File: config.mk
export PLATFORM = sky130hd
export DESIGN_NAME = ultrasonic_ranger_controller
export DESIGN_NICKNAME = d
export VERILOG_FILES = /design/src/design/urc_pkg.sv /design/src/design/urc_div.sv /design/src/design/urc_regs.sv /design/src/design/urc_datapath.sv /design/src/design/urc_ctrl.sv /design/src/design/ultrasonic_ranger_controller.sv
export SDC_FILE = /design/constraint.sdc
export NUM_CORES = 1
export LEC_CHECK = 0
export BUFFER_PORTS_ARGS = -buffer_cell sky130_fd_sc_hd__buf_2
export CAP_MARGIN = 10
export CORE_MARGIN = 5
export CORE_UTILIZATION = 60
export DETAILED_ROUTE_END_ITERATION = 10
export GPL_TIMING_DRIVEN = 1
export PLACE_DENSITY = 0.84
export SYNTH_ARGS = -nofsm -noshare
export SYNTH_HDL_FRONTEND = slang
export SYNTH_HIERARCHICAL = 1
export SYNTH_SLANG_ARGS = --single-unit
File: constraint.sdc
create_clock -name aclk -period 6.6 [get_ports aclk]
set_input_delay 0.33 -clock aclk [delete_from_list [all_inputs] [get_ports aclk]]
set_output_delay 0.33 -clock aclk [all_outputs]
set_load 0.01 [all_outputs]
File: src/design/urc_pkg.sv
package urc_pkg;

    localparam int RING_DEPTH_DEF  = 5;
    localparam int STAMP_WIDTH_DEF = 32;

    localparam int ADDR_W = 4;
    localparam int DATA_W = 32;

    localparam logic [15:0] DIST_MAX = 16'hFFFF;

    localparam logic        MODE_RESET = 1'b0;
    localparam logic [4:0]  RATE_RESET = 5'd16;
    localparam logic [19:0] TPM_RESET  = 20'd400000;
    localparam logic [15:0] TPC_RESET  = 16'd23200;

    localparam logic [15:0] CMD_STOP  = 16'd0;
    localparam logic [15:0] CMD_START = 16'd1;

    localparam logic [1:0] ST_OK            = 2'd0;
    localparam logic [1:0] ST_EMPTY_STOPPED = 2'd1;
    localparam logic [1:0] ST_EMPTY_WAIT    = 2'd2;

    typedef enum logic [1:0] {
        OP_TICK = 2'd0,
        OP_ECHO = 2'd1,
        OP_READ = 2'd2,
        OP_CMD  = 2'd3
    } urc_op_t;

    typedef enum logic [1:0] {
        REG_MODE = 2'd0,
        REG_RATE = 2'd1,
        REG_TPM  = 2'd2,
        REG_TPC  = 2'd3
    } urc_reg_t;

    typedef struct packed {
        logic        mode;
        logic [4:0]  rate;
        logic [19:0] tpm;
        logic [15:0] tpc;
    } urc_cfg_t;

    typedef struct packed {
        logic exec;
        logic div_start;
        logic push;
        logic load_out;
    } urc_cmd_t;

    typedef struct packed {
        logic fall_pending;
        logic div_done;
    } urc_stat_t;

    // Trigger period in milliseconds, 1000 / rate with the rate clamped to 1..16.
    function automatic logic [9:0] period_ms(input logic [4:0] rate);
        logic [9:0] p;
        case (rate)
            5'd0:    p = 10'd1000;
            5'd1:    p = 10'd1000;
            5'd2:    p = 10'd500;
            5'd3:    p = 10'd333;
            5'd4:    p = 10'd250;
            5'd5:    p = 10'd200;
            5'd6:    p = 10'd166;
            5'd7:    p = 10'd142;
            5'd8:    p = 10'd125;
            5'd9:    p = 10'd111;
            5'd10:   p = 10'd100;
            5'd11:   p = 10'd90;
            5'd12:   p = 10'd83;
            5'd13:   p = 10'd76;
            5'd14:   p = 10'd71;
            5'd15:   p = 10'd66;
            default: p = 10'd62;
        endcase
        return p;
    endfunction

endpackage

File: src/design/urc_div.sv
module urc_div #(
    parameter int DW = 32
) (
    input  logic          aclk,
    input  logic          aresetn,
    input  logic          start,
    input  logic [DW-1:0] dividend,
    input  logic [15:0]   divisor,
    output logic [DW-1:0] quotient,
    output logic          done
);
    localparam int CW = $clog2(DW + 1);

    logic          busy_reg, busy_next;
    logic [CW-1:0] cnt_reg, cnt_next;
    logic [DW-1:0] dq_reg, dq_next;
    logic [15:0]   rem_reg, rem_next;
    logic [15:0]   dvs_reg;
    logic [16:0]   rem_sh;
    logic [16:0]   rem_sub;
    logic          ge;

    // Restoring division: the dividend shifts out of dq_reg while quotient bits shift in.
    assign rem_sh  = {rem_reg, dq_reg[DW-1]};
    assign ge      = rem_sh >= {1'b0, dvs_reg};
    assign rem_sub = rem_sh - {1'b0, dvs_reg};

    assign done     = busy_reg && (cnt_reg == '0);
    assign quotient = dq_reg;

    always_comb begin
        busy_next = busy_reg;
        cnt_next  = cnt_reg;
        dq_next   = dq_reg;
        rem_next  = rem_reg;
        if (start) begin
            busy_next = 1'b1;
            cnt_next  = CW'(DW);
            dq_next   = dividend;
            rem_next  = '0;
        end else if (busy_reg) begin
            if (cnt_reg == '0) begin
                busy_next = 1'b0;
            end else begin
                cnt_next = cnt_reg - CW'(1);
                dq_next  = {dq_reg[DW-2:0], ge};
                rem_next = ge ? rem_sub[15:0] : rem_sh[15:0];
            end
        end
    end

    always_ff @(posedge aclk) begin
        if (!aresetn) begin
            busy_reg <= 1'b0;
            cnt_reg  <= '0;
        end else begin
            busy_reg <= busy_next;
            cnt_reg  <= cnt_next;
        end
    end

    always_ff @(posedge aclk) begin
        dq_reg  <= dq_next;
        rem_reg <= rem_next;
        if (start) begin
            dvs_reg <= divisor;
        end
    end

endmodule

File: src/design/urc_regs.sv
module urc_regs (
    input  logic                       aclk,
    input  logic                       aresetn,
    input  logic                       psel,
    input  logic                       penable,
    input  logic                       pwrite,
    input  logic [urc_pkg::ADDR_W-1:0] paddr,
    input  logic [urc_pkg::DATA_W-1:0] pwdata,
    output logic [urc_pkg::DATA_W-1:0] prdata,
    output logic                       pready,
    output urc_pkg::urc_cfg_t          cfg,
    output logic                       mode_wr
);
    import urc_pkg::*;

    logic        mode_reg;
    logic [4:0]  rate_reg;
    logic [19:0] tpm_reg;
    logic [15:0] tpc_reg;
    logic        wr_en;
    urc_reg_t    idx;

    assign pready  = 1'b1;
    assign wr_en   = psel && penable && pwrite;
    assign idx     = urc_reg_t'(paddr[3:2]);
    assign mode_wr = wr_en && (idx == REG_MODE);

    assign cfg.mode = mode_reg;
    assign cfg.rate = rate_reg;
    assign cfg.tpm  = tpm_reg;
    assign cfg.tpc  = tpc_reg;

    always_ff @(posedge aclk) begin
        if (!aresetn) begin
            mode_reg <= MODE_RESET;
            rate_reg <= RATE_RESET;
            tpm_reg  <= TPM_RESET;
            tpc_reg  <= TPC_RESET;
        end else if (wr_en) begin
            case (idx)
                REG_MODE: mode_reg <= pwdata[0];
                REG_RATE: rate_reg <= pwdata[4:0];
                REG_TPM:  tpm_reg  <= pwdata[19:0];
                REG_TPC:  tpc_reg  <= pwdata[15:0];
                default:  mode_reg <= mode_reg;
            endcase
        end
    end

    always_comb begin
        case (idx)
            REG_MODE: prdata = {31'd0, mode_reg};
            REG_RATE: prdata = {27'd0, rate_reg};
            REG_TPM:  prdata = {12'd0, tpm_reg};
            REG_TPC:  prdata = {16'd0, tpc_reg};
            default:  prdata = '0;
        endcase
    end

endmodule

File: src/design/urc_datapath.sv
module urc_datapath #(
    parameter int RING_DEPTH  = urc_pkg::RING_DEPTH_DEF,
    parameter int STAMP_WIDTH = urc_pkg::STAMP_WIDTH_DEF
) (
    input  logic              aclk,
    input  logic              aresetn,
    input  urc_pkg::urc_cmd_t cmd,
    output urc_pkg::urc_stat_t stat,
    input  urc_pkg::urc_cfg_t cfg,
    input  logic              mode_wr,
    input  urc_pkg::urc_op_t  op,
    input  logic [15:0]       command_value,
    output logic              fire_trigger,
    output logic              read_valid,
    output logic [15:0]       distance_cm,
    output logic [1:0]        read_status
);
    import urc_pkg::*;

    localparam int IDX_W = (RING_DEPTH > 1) ? $clog2(RING_DEPTH) : 1;
    localparam int CNT_W = $clog2(RING_DEPTH + 1);

    logic [STAMP_WIDTH-1:0] ts_reg;
    logic [STAMP_WIDTH-1:0] rise_reg;
    logic                   phase_reg;
    logic                   running_reg;
    logic [19:0]            pre_reg;
    logic [9:0]             elapsed_reg;
    logic [IDX_W-1:0]       wr_reg;
    logic [IDX_W-1:0]       rd_reg;
    logic [CNT_W-1:0]       cnt_reg;
    logic [15:0]            ring [RING_DEPTH];

    logic                   fire_reg;
    logic                   valid_reg;
    logic [15:0]            dist_reg;
    logic [1:0]             status_reg;

    logic [19:0]            tpm_eff;
    logic [15:0]            tpc_eff;
    logic [9:0]             period;
    logic [19:0]            pre_inc;
    logic [9:0]             el_inc;
    logic                   ms_hit;
    logic                   period_hit;
    logic                   ring_empty;
    logic                   ring_full;
    logic                   pop;
    logic                   fire_c;
    logic                   valid_c;
    logic [1:0]             status_c;
    logic [STAMP_WIDTH-1:0] quotient;
    logic [15:0]            sat_q;
    logic                   div_done;

    function automatic logic [IDX_W-1:0] idx_inc(input logic [IDX_W-1:0] i);
        return (i == IDX_W'(RING_DEPTH - 1)) ? '0 : i + IDX_W'(1);
    endfunction

    assign tpm_eff    = (cfg.tpm == '0) ? 20'd1 : cfg.tpm;
    assign tpc_eff    = (cfg.tpc == '0) ? 16'd1 : cfg.tpc;
    assign period     = period_ms(cfg.rate);
    assign pre_inc    = pre_reg + 20'd1;
    assign el_inc     = elapsed_reg + 10'd1;
    assign ms_hit     = pre_inc >= tpm_eff;
    assign period_hit = el_inc >= period;
    assign ring_empty = (cnt_reg == '0);
    assign ring_full  = (cnt_reg == CNT_W'(RING_DEPTH));
    assign pop        = cmd.exec && (op == OP_READ) && !ring_empty;

    always_comb begin
        fire_c   = 1'b0;
        valid_c  = 1'b0;
        status_c = ST_OK;
        if (cmd.exec) begin
            case (op)
                OP_TICK: fire_c = running_reg && ms_hit && period_hit;
                OP_READ: begin
                    fire_c = !cfg.mode;
                    if (ring_empty) begin
                        status_c = (cfg.mode && !running_reg) ? ST_EMPTY_STOPPED
                                                               : ST_EMPTY_WAIT;
                    end else begin
                        valid_c = 1'b1;
                    end
                end
                OP_CMD: fire_c = !cfg.mode || (command_value == CMD_START);
                default: fire_c = 1'b0;
            endcase
        end
    end

    urc_div #(
        .DW(STAMP_WIDTH)
    ) u_div (
        .aclk     (aclk),
        .aresetn  (aresetn),
        .start    (cmd.div_start),
        .dividend (ts_reg - rise_reg),
        .divisor  (tpc_eff),
        .quotient (quotient),
        .done     (div_done)
    );

    assign sat_q = (quotient > STAMP_WIDTH'(DIST_MAX)) ? DIST_MAX : quotient[15:0];

    assign stat.fall_pending = phase_reg;
    assign stat.div_done     = div_done;

    always_ff @(posedge aclk) begin
        if (!aresetn) begin
            ts_reg      <= '0;
            rise_reg    <= '0;
            phase_reg   <= 1'b0;
            running_reg <= 1'b0;
            pre_reg     <= '0;
            elapsed_reg <= '0;
            wr_reg      <= '0;
            rd_reg      <= '0;
            cnt_reg     <= '0;
        end else begin
            if (mode_wr) begin
                running_reg <= 1'b0;
                pre_reg     <= '0;
                elapsed_reg <= '0;
            end
            if (cmd.exec) begin
                case (op)
                    OP_TICK: begin
                        ts_reg <= ts_reg + STAMP_WIDTH'(1);
                        if (running_reg) begin
                            if (ms_hit) begin
                                pre_reg     <= '0;
                                elapsed_reg <= period_hit ? 10'd0 : el_inc;
                            end else begin
                                pre_reg <= pre_inc;
                            end
                        end
                    end
                    OP_ECHO: begin
                        rise_reg  <= ts_reg;
                        phase_reg <= 1'b1;
                    end
                    OP_READ: begin
                        if (!ring_empty) begin
                            rd_reg  <= idx_inc(rd_reg);
                            cnt_reg <= cnt_reg - CNT_W'(1);
                        end
                    end
                    OP_CMD: begin
                        if (!cfg.mode) begin
                            if (command_value != '0) begin
                                cnt_reg <= '0;
                                wr_reg  <= '0;
                                rd_reg  <= '0;
                            end
                        end else if (command_value == CMD_STOP) begin
                            running_reg <= 1'b0;
                            pre_reg     <= '0;
                            elapsed_reg <= '0;
                        end else if (command_value == CMD_START) begin
                            running_reg <= 1'b1;
                            pre_reg     <= '0;
                            elapsed_reg <= '0;
                        end
                    end
                    default: ts_reg <= ts_reg;
                endcase
            end
            if (cmd.div_start) begin
                phase_reg <= 1'b0;
            end
            // A push into a full ring drops the oldest entry by moving the read side along.
            if (cmd.push) begin
                wr_reg <= idx_inc(wr_reg);
                if (ring_full) begin
                    rd_reg <= idx_inc(rd_reg);
                end else begin
                    cnt_reg <= cnt_reg + CNT_W'(1);
                end
            end
        end
    end

    always_ff @(posedge aclk) begin
        if (cmd.push) begin
            ring[wr_reg] <= sat_q;
        end
    end

    // The ring read lands directly in the output register.
    always_ff @(posedge aclk) begin
        if (cmd.load_out) begin
            fire_reg   <= fire_c;
            valid_reg  <= valid_c;
            status_reg <= status_c;
            dist_reg   <= pop ? ring[rd_reg] : 16'd0;
        end
    end

    assign fire_trigger = fire_reg;
    assign read_valid   = valid_reg;
    assign distance_cm  = dist_reg;
    assign read_status  = status_reg;

endmodule

File: src/design/urc_ctrl.sv
module urc_ctrl (
    input  logic               aclk,
    input  logic               aresetn,
    input  logic               s_valid,
    output logic               s_ready,
    input  urc_pkg::urc_op_t   op,
    output logic               m_valid,
    input  logic               m_ready,
    output urc_pkg::urc_cmd_t  cmd,
    input  urc_pkg::urc_stat_t stat
);
    import urc_pkg::*;

    typedef enum logic [1:0] {
        S_IDLE = 2'b01,
        S_DIV  = 2'b10
    } urc_state_t;

    urc_state_t state_reg, state_next;
    logic       out_valid_reg, out_valid_next;
    logic       accept;
    logic       fall;

    assign s_ready = (state_reg == S_IDLE) && (!out_valid_reg || m_ready);
    assign accept  = s_valid && s_ready;
    assign fall    = (op == OP_ECHO) && stat.fall_pending;
    assign m_valid = out_valid_reg;

    always_comb begin
        cmd        = '0;
        state_next = state_reg;
        case (state_reg)
            S_IDLE: begin
                if (accept) begin
                    if (fall) begin
                        cmd.div_start = 1'b1;
                        state_next    = S_DIV;
                    end else begin
                        cmd.exec     = 1'b1;
                        cmd.load_out = 1'b1;
                    end
                end
            end
            S_DIV: begin
                if (stat.div_done) begin
                    cmd.push     = 1'b1;
                    cmd.load_out = 1'b1;
                    state_next   = S_IDLE;
                end
            end
            default: state_next = S_IDLE;
        endcase
    end

    assign out_valid_next = cmd.load_out ? 1'b1 : (m_ready ? 1'b0 : out_valid_reg);

    always_ff @(posedge aclk) begin
        if (!aresetn) begin
            state_reg     <= S_IDLE;
            out_valid_reg <= 1'b0;
        end else begin
            state_reg     <= state_next;
            out_valid_reg <= out_valid_next;
        end
    end

endmodule

File: src/design/ultrasonic_ranger_controller.sv
// Ultrasonic range-finder controller. Each input beat is a tick, an echo edge, a read
// or a command, and each produces exactly one result beat. Ticks, rising echo edges,
// reads and commands execute in the cycle they are taken, so one can be accepted every
// cycle while the result side keeps up; a beat is taken only while the output register
// is empty or its result is being taken. A falling echo edge stalls the input side while
// the restoring divider turns elapsed ticks into centimetres one quotient bit per cycle,
// and its result is loaded into the output register when the divider is done. Distances
// go into a ring of RING_DEPTH entries that drops the oldest when full. The user must
// write configuration over the APB port only while the block is idle; it does not enforce it.
module ultrasonic_ranger_controller #(
    parameter int RING_DEPTH  = urc_pkg::RING_DEPTH_DEF,
    parameter int STAMP_WIDTH = urc_pkg::STAMP_WIDTH_DEF
) (
    input  logic                       aclk,
    input  logic                       aresetn,
    input  logic                       s_valid,
    output logic                       s_ready,
    input  logic [1:0]                 s_op,
    input  logic [15:0]                s_command_value,
    output logic                       m_valid,
    input  logic                       m_ready,
    output logic                       m_fire_trigger,
    output logic                       m_read_valid,
    output logic [15:0]                m_distance_cm,
    output logic [1:0]                 m_read_status,
    input  logic                       psel,
    input  logic                       penable,
    input  logic                       pwrite,
    input  logic [urc_pkg::ADDR_W-1:0] paddr,
    input  logic [urc_pkg::DATA_W-1:0] pwdata,
    output logic [urc_pkg::DATA_W-1:0] prdata,
    output logic                       pready
);
    import urc_pkg::*;

    urc_cfg_t  cfg;
    urc_cmd_t  cmd;
    urc_stat_t stat;
    logic      mode_wr;
    urc_op_t   op;

    assign op = urc_op_t'(s_op);

    urc_regs u_regs (
        .aclk    (aclk),
        .aresetn (aresetn),
        .psel    (psel),
        .penable (penable),
        .pwrite  (pwrite),
        .paddr   (paddr),
        .pwdata  (pwdata),
        .prdata  (prdata),
        .pready  (pready),
        .cfg     (cfg),
        .mode_wr (mode_wr)
    );

    urc_ctrl u_ctrl (
        .aclk    (aclk),
        .aresetn (aresetn),
        .s_valid (s_valid),
        .s_ready (s_ready),
        .op      (op),
        .m_valid (m_valid),
        .m_ready (m_ready),
        .cmd     (cmd),
        .stat    (stat)
    );

    urc_datapath #(
        .RING_DEPTH  (RING_DEPTH),
        .STAMP_WIDTH (STAMP_WIDTH)
    ) u_datapath (
        .aclk          (aclk),
        .aresetn       (aresetn),
        .cmd           (cmd),
        .stat          (stat),
        .cfg           (cfg),
        .mode_wr       (mode_wr),
        .op            (op),
        .command_value (s_command_value),
        .fire_trigger  (m_fire_trigger),
        .read_valid    (m_read_valid),
        .distance_cm   (m_distance_cm),
        .read_status   (m_read_status)
    );

    a_div_blocks_input: assert property (@(posedge aclk) disable iff (!aresetn)
        cmd.div_start |=> !s_ready)
        else $error("input accepted while the divider is running");

    a_done_blocks_input: assert property (@(posedge aclk) disable iff (!aresetn)
        stat.div_done |-> !s_ready)
        else $error("input ready on the cycle a distance is pushed");

    a_exec_push_excl: assert property (@(posedge aclk) disable iff (!aresetn)
        !(cmd.exec && cmd.push))
        else $error("ring push collides with an executed beat");

    a_valid_read_ok: assert property (@(posedge aclk) disable iff (!aresetn)
        m_valid && m_read_valid |-> m_read_status == ST_OK)
        else $error("valid read reported with a nonzero status");

endmodule

; ---- Word level (Yosys, flattened, before mapping)
; Memory sizes are Yosys's and may differ from the RTL's. A register that Yosys moved wholly into a read port is not among the register bits.
; Index checks and enable logic that the tools add are counted.
[op_classes]
add_sub_neg = 10
order_cmp = 4
n_eq_ne = 17
mux = 79
bitwise_logic = 2
reduce_logical = 45
[op_table]
columns = cell, count
row1 = $mux W20, 8
row2 = $pmux W32 S4, 1
row3 = $mux W32, 3
row4 = $mux W10, 9
row5 = $mux W3, 19
row6 = $pmux W20 S2, 1
row7 = $add A32 B1 Y32 const B, 1
row8 = $gt A32 B16 Y1 const B, 1
row9 = $logic_not A16 Y1, 2
row10 = $mux W16, 2
row11 = $sub A32 B32 Y32, 1
row12 = $add A20 B1 Y20 const B, 1
row13 = $ge A20 B20 Y1, 1
row14 = $logic_not A20 Y1, 1
row15 = $pmux W10 S2, 1
row16 = $mux W1, 18
row17 = $mux W6, 3
row18 = $reduce_and A2 Y1, 9
row19 = $ge A17 B16 Y1, 1
row20 = $eq A16 B1 Y1 const B, 1
row21 = $reduce_bool A16 Y1, 1
row22 = $sub A16 B16 Y16, 1
row23 = $mux W2, 7
row24 = $logic_and A1 B1 Y1, 12
row25 = 25 further kinds, 52
[totals]
reg_bits = 225
ramBits = 80
romBits = 160
in_bits = 61
output_inout_bits = 55
word_cells = 183
n_memories = 2
[memory_table]
columns = memory, words, width, read_ports, rd_ports_with_merged_regs, wr, line
row1 = (name not given), 16, 10, 1, 1, 0, urc_pkg.sv:59  ; case (rate)
row2 = u_datapath.ring, 5, 16, 1, 1, 1, urc_datapath.sv:32  ; logic [15:0] ring [RING_DEPTH];

; ---- Longest topological paths before layout
; Gate-level depths: netlist of run 1.
[depth]
word_depth = 9
mapped_depth = 17

; ---- Cells and area by module
; The synthesis of run 1 kept the hierarchy.
[modules_own_cells]
columns = module, n_inst, cells_each, area_per_inst_um2, seq_area_each_um2
row1 = urc_datapath, 1, 1223, 11644.9, 5104.9
row2 = urc_div, 1, 327, 3722.3, 1901.8
row3 = urc_regs, 1, 230, 2139.6, 840.8
row4 = urc_ctrl, 1, 28, 229.0, 60.1

; ---- Worst setup path before layout of run 1
; Ideal clock, no wire load.
[synth_timing]
path_type = reg2reg
startpoint = register u_datapath.pre_reg[2]
endpoint = register u_datapath.pre_reg[1]
arrival_ns = 3.329
slack_ns = 3.206
stages_incl_launch_ff = 18
synth_period_minus_slack_ns = 3.394
cell_sequence = dfxtp_1 -> nand3_1 -> nor2_1 -> and3_1 -> buf_2 -> nand2_1 -> nor2_1 -> nand3_1 -> xnor2_1 -> ha_1 -> a21o_1 -> a211oi_1 -> nand2_1 -> a21o_1 -> a211o_1 -> buf_2 -> o2bb2a_1 -> nor2_1
[synth_via]
elab_chain_len = 6
[synth_rtl]
columns = element, line
row1 = "start, declared", urc_datapath.sv:27  ; logic [19:0] pre_reg;
row2 = "start signal, assigned", urc_datapath.sv:136  ; pre_reg <= pre_inc;
row3 = $add A20 B1 Y20, urc_datapath.sv:63  ; assign pre_inc = pre_reg + 20'd1;
row4 = $ge A20 B20 Y1, urc_datapath.sv:65  ; assign ms_hit = pre_inc >= tpm_eff;
row5 = $mux W20, urc_datapath.sv:132  ; if (ms_hit) begin
row6 = $mux W20, urc_datapath.sv:131  ; if (running_reg) begin
row7 = $pmux W20 S2, urc_datapath.sv:128  ; case (op)
row8 = $mux W20, urc_datapath.sv:127  ; if (cmd.exec) begin
; No other way between the ends.
; A chain may end at the register's enable or synchronous reset.

; ---- Worst setup path after layout of run 1
[layout_timing]
startpoint = register u_datapath.pre_reg[2]
endpoint = register u_datapath.elapsed_reg[5]
[layout_via]
elab_chain_len = 6
[layout_rtl]
columns = element, line
row1 = $add A20 B1 Y20, urc_datapath.sv:63
row2 = $ge A20 B20 Y1, urc_datapath.sv:65
row3 = $mux W10, urc_datapath.sv:132
row4 = $mux W10, urc_datapath.sv:131
row5 = $pmux W10 S2, urc_datapath.sv:128
row6 = $mux W10, urc_datapath.sv:127
row7 = "end signal, assigned", urc_datapath.sv:134  ; elapsed_reg <= period_hit ? 10'd0 : el_inc;
row8 = "end, declared", urc_datapath.sv:28  ; logic [9:0] elapsed_reg;
; No other way between the ends.

==> results of run 1 <==
==> worst reg2reg max path, delay by kind of cell, from the launching register on <==
kind / cells / cell delay (ns)
XOR/XNOR: 1 / 0.25
AO/OA/AOI/OAI: 6 / 1.88
adder cells (fa/ha/maj): 1 / 0.30
AND/OR/NAND/NOR: 7 / 1.37
flip-flops: 1 / 0.43
==> worst max-delay path by stage <==
stage | endpoint
floorplan | u_datapath/pre_reg[1]$_SDFF_PN0_
global placement | u_datapath/elapsed_reg[1]$_SDFF_PN0_
detailed placement | u_datapath/elapsed_reg[1]$_SDFF_PN0_
CTS | u_datapath/elapsed_reg[1]$_SDFF_PN0_
global route | u_datapath/elapsed_reg[5]$_SDFF_PN0_
finish | u_datapath/elapsed_reg[5]$_SDFF_PN0_
==> cell usage in the layout (no fill, tap or decap), types with 35 or more instances in the layout <==
cell,count
nand2b_1,35
xor2_1,44
dfxtp_1,173
inv_1,124
xnor2_1,45
buf_2,88
nor2_1,115
mux2_2,38
nand3_1,50
edfxtp_1,148
a21oi_1,103
nand2_1,225
ha_1,101
clkbuf_16,37
o21ai_0,35
mux2i_1,57
==> where the power goes <==
group          internal (W)  switching (W)
sequential          0.00209      0.0000221
clock               0.00121       0.000792
combinational      0.000115       0.000188
total               0.00341        0.00100
==> kinds of logic after synthesis <==
kind of cell	after synthesis
AO/OA/AOI/OAI	332
XOR/XNOR	89
adder cells (fa/ha/maj)	103
buffers and inverters	234
flip-flops	321
multiplexers	112
other	2
AND/OR/NAND/NOR	615
==> cells in the mapped netlist, types with 5 or more instances <==
| cell | number |
|---|---|
| a211o_1 | 6 |
| a211oi_1 | 10 |
| a21o_1 | 32 |
| a21oi_1 | 104 |
| a311oi_1 | 6 |
| a31oi_1 | 7 |
| and2_1 | 11 |
| and3_1 | 25 |
| buf_1 | 10 |
| buf_2 | 13 |
| buf_4 | 21 |
| buf_6 | 9 |
| clkbuf_1 | 54 |
| dfxtp_1 | 173 |
| edfxtp_1 | 148 |
| ha_1 | 101 |
| inv_1 | 125 |
| mux2_2 | 38 |
| mux2i_1 | 57 |
| mux4_2 | 17 |
| nand2_1 | 225 |
| nand2b_1 | 35 |
| nand3_1 | 50 |
| nand4_1 | 21 |
| nor2_1 | 117 |
| nor2b_1 | 24 |
| nor3_1 | 23 |
| nor3b_1 | 6 |
| nor4_1 | 24 |
| o211a_1 | 5 |
| o211ai_1 | 23 |
| o211ai_2 | 7 |
| o21a_1 | 15 |
| o21ai_0 | 35 |
| o21ai_1 | 11 |
| o21bai_1 | 6 |
| o221ai_1 | 8 |
| o31ai_1 | 6 |
| or2_2 | 21 |
| or3_1 | 13 |
| xnor2_1 | 45 |
| xor2_1 | 44 |
==> per-stage QoR <==
stage / utilization, % / setup WS [ns] / hold slack, ns / cells
final: 66.1 / 2.26 / 0.0554 / 2266
after global routing: 66.1 / 1.81 / 0.0629 / 2266
after CTS: 66.1 / 2.37 / 0.0416 / 2266
after detailed placement: 62.1 / 2.41 / 0.448 / 2202
after global placement: 62.1 / 2.49 / 0.439 / 2202
after floorplan: - / 3.21 / 0.430 / 1819
==> per-layer routing <==
metal | routed length (um) | vias to the layer above | global-route usage, %
li1 | - | 6481 | -
met1 | 17000 | 6576 | 30.7
met2 | 19300 | 466 | 39.7
met3 | 2390 | 66 | 3.06
met4 | 809 | 2 | 6.03
met5 | 13 | - | 0
==> final cells by class <==
type / count / area, um^2 / share of cell area [%]
tap: 390 / 488 / 2.51
clock buffer: 49 / 1020 / 5.25
inverter: 126 / 473 / 2.43
sequential: 321 / 7910 / 40.7
clock inverter: 15 / 169 / 0.869
timing repair buffer: 101 / 538 / 2.77
multi-input combinational: 1264 / 8850 / 45.5
==> flow_summary.json, run 1 <==
{
  "critPathLaunchType": "flip-flop",
  "endpoint_kind": "flip-flop",
  "place_area_mm2": 0.0183,
  "crit_start": "u_datapath/pre_reg[2]$_SDFF_PN0_",
  "via_per_inst": 6.00,
  "start_util_pct": 60.3,
  "cp_max_fo": 11,
  "synthXorXnorAreaFrac_pct": 4.40,
  "synth_edf_count": 148,
  "min_path_cells": 3,
  "cp_num_cells": 15,
  "slew_viol_final": 0,
  "synth.area.top_cells": "edfxtp_1 25%, dfxtp_1 20%, ha_1 7.1%, nand2_1 4.8%, mux2i_1 3.2%",
  "cts.sinks": 321,
  "avgSynthCellArea_um2": 9.81,
  "synth_seq_cells": 321,
  "hp-start": "pwdata[19]",
  "worstSetupPathType": "reg2reg",
  "p_leak_nw": 8.01,
  "holdCritPathClass": "in2reg",
  "finalHoldViolations": 0,
  "finalWeightedCongestion": 0.925,
  "yosys_warnings": 6,
  "max_freq_mhz": 231,
  "min_period_ns": 4.34,
  "cts.repair.resized": 0,
  "route.vias.total": 13591,
  "drv_cap": 0,
  "insertedDiodeCount": 0,
  "synthCells": 1808,
  "area_delta_synth_final_pct": 9.62,
  "clock_path_buffers": 3,
  "path_cells": "nand3_1 > nor2_1 > and3_1 > nand2_1 > nor2_1 > nand3_1 > xnor2_1 > ha_1 > a21o_1 > a211oi_1 > nand2_1 > a21o_1 > a31oi_1 > o211ai_1 > o221ai_1",
  "rrSetupSlack_ns": 2.26,
  "setup_viol": 0,
  "pin_count": 116,
  "fin_crit_sh_pct": 65.7,
  "synth.distinct_cells": 89,
  "cts-htree-levels": 2,
  "die_height_um": 182,
  "drive_above_1_share_pct": 14.3,
  "synthSimpleGateAreaFrac_pct": 16.8,
  "worstMarginPinSlew_ns": 1.20,
  "run_status": "complete, no violations",
  "grt_pass1_vias": 13186,
  "max_stage_delay_ns": 0.84,
  "path_buf_inv": 0,
  "core_area_mm2": 0.0294,
  "cts_buffers": 35,
  "reg2reg_to": "u_datapath/elapsed_reg[5]$_SDFF_PN0_",
  "design_area_mm2": 0.0194,
  "drc": 0,
  "grt-ovfl-total": 0,
  "chipWidth_um": 182,
  "cp_slowest_cell": "a31oi_1",
  "cp_top_family": "compound AO/OA/AOI/OAI gates",
  "wl_per_cell_um": 17.4,
  "drtIter0Drc": 1156,
  "synthMuxAreaShare_pct": 7.79,
  "top_register": "u_datapath/ring",
  "port_buffers": 88,
  "finalSetupTns_ns": 0,
  "ir_worst_vdd_v": 0.000213,
  "fin_worst_skew_ns": 0.0337,
  "grt_antenna_before_repair": 1,
  "finalPower_w": 0.00442,
  "reg2reg_from": "u_datapath/pre_reg[2]$_SDFF_PN0_",
  "synth_top_cell_by_area": "edfxtp_1",
  "cts.reportedPaths.clkPinSlew_ns": 0.06,
  "synth_area_mm2": 0.0177,
  "arrival_ns": 4.75,
  "synthFlopType": "dfxtp_1",
  "cts_tree": "built",
  "die_area_mm2": 0.0331,
  "synth_top_family_by_area": "simple AND/OR/NAND/NOR gates",
  "drt_wl_total_um": 39500,
  "pwr_density_cell_mw_per_mm2": 227,
  "async_flop_share_pct": 0,
  "postCtsSetupRepairBufs": 0,
  "rsz0062_at_grt": "false",
  "clk_latency_ns": 0.53,
  "synth_top_area_share_pct": 25.1,
  "dpl.hpwl_um": 27200,
  "synth-seq-area-share_pct": 44.6,
  "cts-root-buf": "clkbuf_16",
  "drt.antenna.violating_nets": 0,
  "reg2reg_depth": 15,
  "num_rows": 63,
  "holdBufCountCts": 0,
  "grt_pass1_wl_um": 64300,
  "min_to": "u_regs/tpm_reg[19]$_SDFFE_PN0P_",
  "timing.slew.headroom_pct": 19.8,
  "grt_max_degree": 72,
  "dr.pass1.iters": 5,
  "synthAdderAreaFrac_pct": 7.35,
  "fill_cells": 2199,
  "grtUsageTotal_pct": 23.0,
  "worstPathRequired_ns": 7.02,
  "layout.nets": 2013,
  "synth_compound_area_share_pct": 13.2,
  "largest_reg_flops": 80
}
No activity file was read; power rests on OpenSTA's default activity.
==> run 2: changes to the inputs <==
--- a/config.mk
+++ b/config.mk
@@ -8,10 +8,10 @@
 export BUFFER_PORTS_ARGS = -buffer_cell sky130_fd_sc_hd__buf_2
 export CAP_MARGIN = 10
 export CORE_MARGIN = 5
-export CORE_UTILIZATION = 60
+export CORE_UTILIZATION = 55
 export DETAILED_ROUTE_END_ITERATION = 10
 export GPL_TIMING_DRIVEN = 1
-export PLACE_DENSITY = 0.84
+export PLACE_DENSITY = 0.81
 export SYNTH_ARGS = -nofsm -noshare
 export SYNTH_HDL_FRONTEND = slang
 export SYNTH_HIERARCHICAL = 1
==> constraint.sdc (replaced) <==
create_clock -name aclk -period 3.6 [get_ports aclk]
set_input_delay 0.18 -clock aclk [delete_from_list [all_inputs] [get_ports aclk]]
set_output_delay 0.18 -clock aclk [all_outputs]
set_load 0.01 [all_outputs]
==> run 2 against run 1 <==
Compared with the run above:
- wire length shrank 0.38%
- sequential power up 83%
- cell count rose by 2.3%
- fmax up 27%
- largest cell class unchanged
==> flow_summary.json, run 2 (synthesis results as in run 1) <==
{
  "run_status": "complete, no violations",
  "clockPowerShare_pct": 45.9,
  "path_cells": "ha_1 > nand3_1 > or3_1 > nand2_1 > ha_1 > a21o_1 > a2111oi_2 > o21ai_1 > a21o_1 > a211o_1 > o311ai_1",
  "start_util_pct": 55.9,
  "place_area_mm2": 0.0184,
  "p_sw_w": 0.00185,
  "pin_count": 116,
  "dr.pass1.iters": 5,
  "postCtsSetupRepairBufs": 0,
  "register_area_mm2": 0.00791,
  "grt_pass1_wl_um": 63900,
  "cp_top_family": "compound AO/OA/AOI/OAI gates",
  "clk_latency_ns": 0.53,
  "max_stage_delay_ns": 0.42,
  "worstSetupPathType": "reg2reg",
  "grt_antenna_before_repair": 0,
  "worstMarginPinSlew_ns": 1.12,
  "routed-wl-met3_um": 2350,
  "max_freq_mhz": 293,
  "design_area_mm2": 0.0199,
  "reg2reg_from": "u_datapath/elapsed_reg[0]$_SDFF_PN0_",
  "min_path_cells": 3,
  "route.vias.total": 13497,
  "drt.antenna.violating_nets": 0,
  "grt_pass1_vias": 13178,
  "ir_worst_vdd_v": 0.000364,
  "final_cell_mix": "225 x nand2_1, 169 x dfxtp_1, 148 x edfxtp_1",
  "grt-ovfl-total": 0,
  "drive_above_1_share_pct": 15.6,
  "endpoint_kind": "flip-flop",
  "cp_slowest_cell": "dfxtp_1",
  "fill_cells": 2423,
  "final_common_cell": "nand2_1",
  "share_comb_of_total_power_pct": 7.0,
  "wl_per_cell_um": 16.9,
  "chipWidth_um": 190,
  "setup_viol": 0,
  "finalSetupTns_ns": 0,
  "min_to": "u_regs/tpc_reg[0]$_SDFFE_PN0P_",
  "cts-htree-levels": 2,
  "hold_ws_ns": 0.0288,
  "reg2reg_to": "u_datapath/elapsed_reg[2]$_SDFF_PN0_",
  "seq_power_share_pct": 47.1,
  "cts-root-buf": "clkbuf_16",
  "slew_viol_final": 0,
  "holdCritPathClass": "in2reg",
  "die_height_um": 190,
  "largest_reg_flops": 80,
  "drc": 0,
  "multi_input_area_mm2": 0.00888,
  "port_buffers": 88,
  "dpl.hpwl_um": 27200,
  "cp_max_fo": 7,
  "setup_ws_ns": 0.185,
  "cts_buffers": 35,
  "p_sw_share_pct": 22.4,
  "num_rows": 65,
  "arrival_ns": 3.84,
  "finalHoldViolations": 0,
  "critPathLaunchType": "flip-flop",
  "fin_crit_sh_pct": 94.9,
  "grtUsageTotal_pct": 21.2,
  "drt-met1-wl_um": 17100,
  "intPower_w": 0.00639,
  "reg2reg_depth": 11,
  "path_buf_inv": 0,
  "grt_max_degree": 72,
  "drt_wl_total_um": 39300,
  "p_leak_nw": 8.25,
  "drtIter0Drc": 970,
  "clock_path_buffers": 3,
  "via_per_inst": 5.82,
  "area_delta_synth_final_pct": 12.2,
  "cts.reportedPaths.clkPinSlew_ns": 0.06,
  "fin_worst_skew_ns": 0.0305,
  "min_period_ns": 3.41,
  "top_register": "u_datapath/ring",
  "finalWeightedCongestion": 0.926,
  "top_layer_used": "met4",
  "rsz0062_at_grt": "true",
  "pre_cts_ws_ns": 0.108,
  "layout.nets": 2054,
  "drv_cap": 0,
  "finalPower_w": 0.00824,
  "wl_met2_um": 19100,
  "cts.sinks": 321,
  "pwr_density_cell_mw_per_mm2": 414,
  "die_area_mm2": 0.0359,
  "rrSetupSlack_ns": 0.19,
  "hp-start": "pwdata[0]",
  "worstPathRequired_ns": 4.03,
  "insertedDiodeCount": 0,
  "core_area_mm2": 0.0317,
  "timing.slew.headroom_pct": 25.0,
  "cts_tree": "built"
}
[run 2: cell count changes in the layout (fill, tap and decap cells not counted), moves of 2 or more]
cell	previous run	this run
dfxtp_1	173	169
dfxtp_2	0	4
xnor2_2	0	2
bufinv_16	3	6
xnor2_1	45	43
a211o_2	0	2
clkbuf_16	37	35
buf_4	13	33
dlygate4sd3_1	0	20
a211oi_1	10	8
a211o_1	6	4
a211oi_2	1	3
[run 2: worst max-delay path by stage]
stage,cells after the start,from,end
after floorplan,17,u_datapath/pre_reg[2]$_SDFF_PN0_,u_datapath/pre_reg[1]$_SDFF_PN0_
after global placement,15,u_datapath/pre_reg[0]$_SDFF_PN0_,u_datapath/pre_reg[1]$_SDFF_PN0_
after detailed placement,15,u_datapath/pre_reg[0]$_SDFF_PN0_,u_datapath/pre_reg[1]$_SDFF_PN0_
after CTS,15,u_datapath/pre_reg[0]$_SDFF_PN0_,u_datapath/pre_reg[1]$_SDFF_PN0_
after global routing,15,u_datapath/pre_reg[0]$_SDFF_PN0_,u_datapath/pre_reg[15]$_SDFF_PN0_
final,11,u_datapath/elapsed_reg[0]$_SDFF_PN0_,u_datapath/elapsed_reg[2]$_SDFF_PN0_
[run 2: power by group through the flow]
| stage | sequential (W) | combinational [W] | clock [W] |
|---|---|---|---|
| final | 0.00388 | 0.000577 | 0.00378 |
| after CTS | 0.00388 | 0.000563 | 0.00386 |
| after detailed placement | 0.00396 | 0.000545 | 0 |
| after global routing | 0.00388 | 0.000632 | 0.00402 |
| after global placement | 0.00395 | 0.000530 | 0 |
| after floorplan | 0.00395 | 0.000418 | 0 |
[run 2: through the flow]
stage,cells,utilization (%)
global route,2319,62.7
CTS,2318,62.6
detailed placement,2234,58.1
global placement,2234,58.1
floorplan,1819,-
finish,2319,62.7
[run 2: cell type report]
class / instances / area share (%)
multi-input combinational: 1264 / 44.6
tap: 402 / 2.53
timing repair buffer: 142 / 4.54
sequential: 321 / 39.8
clock inverter: 17 / 1.37
inverter: 126 / 2.38
clock buffer: 47 / 4.83
[run 2: per-layer routing]
| metal | vias up | GRT usage [%] |
|---|---|---|
| met2 | 450 | 37.1 |
| met4 | 0 | 5.70 |
| met5 | - | 0 |
| met3 | 61 | 3.03 |
| met1 | 6445 | 27.8 |
| li1 | 6541 | - |
[run 2: what timing repair did]
action | 4_1_cts | 5_1_grt
gates resized for setup | 0 | 12
endpoints found under the setup margin | 0 | 31
endpoints found under the hold margin | 39 | 0
hold buffers | 20 | 0
[run 2: worst reg2reg max path, cell delays in order, from the launching register on]
cell and delay [ns]:
dfxtp_1 0.42, ha_1 0.28, nand3_1 0.20, or3_1 0.42
nand2_1 0.10, ha_1 0.25, a21o_1 0.20, a2111oi_2 0.36
o21ai_1 0.22, a21o_1 0.24, a211o_1 0.39, o311ai_1 0.25
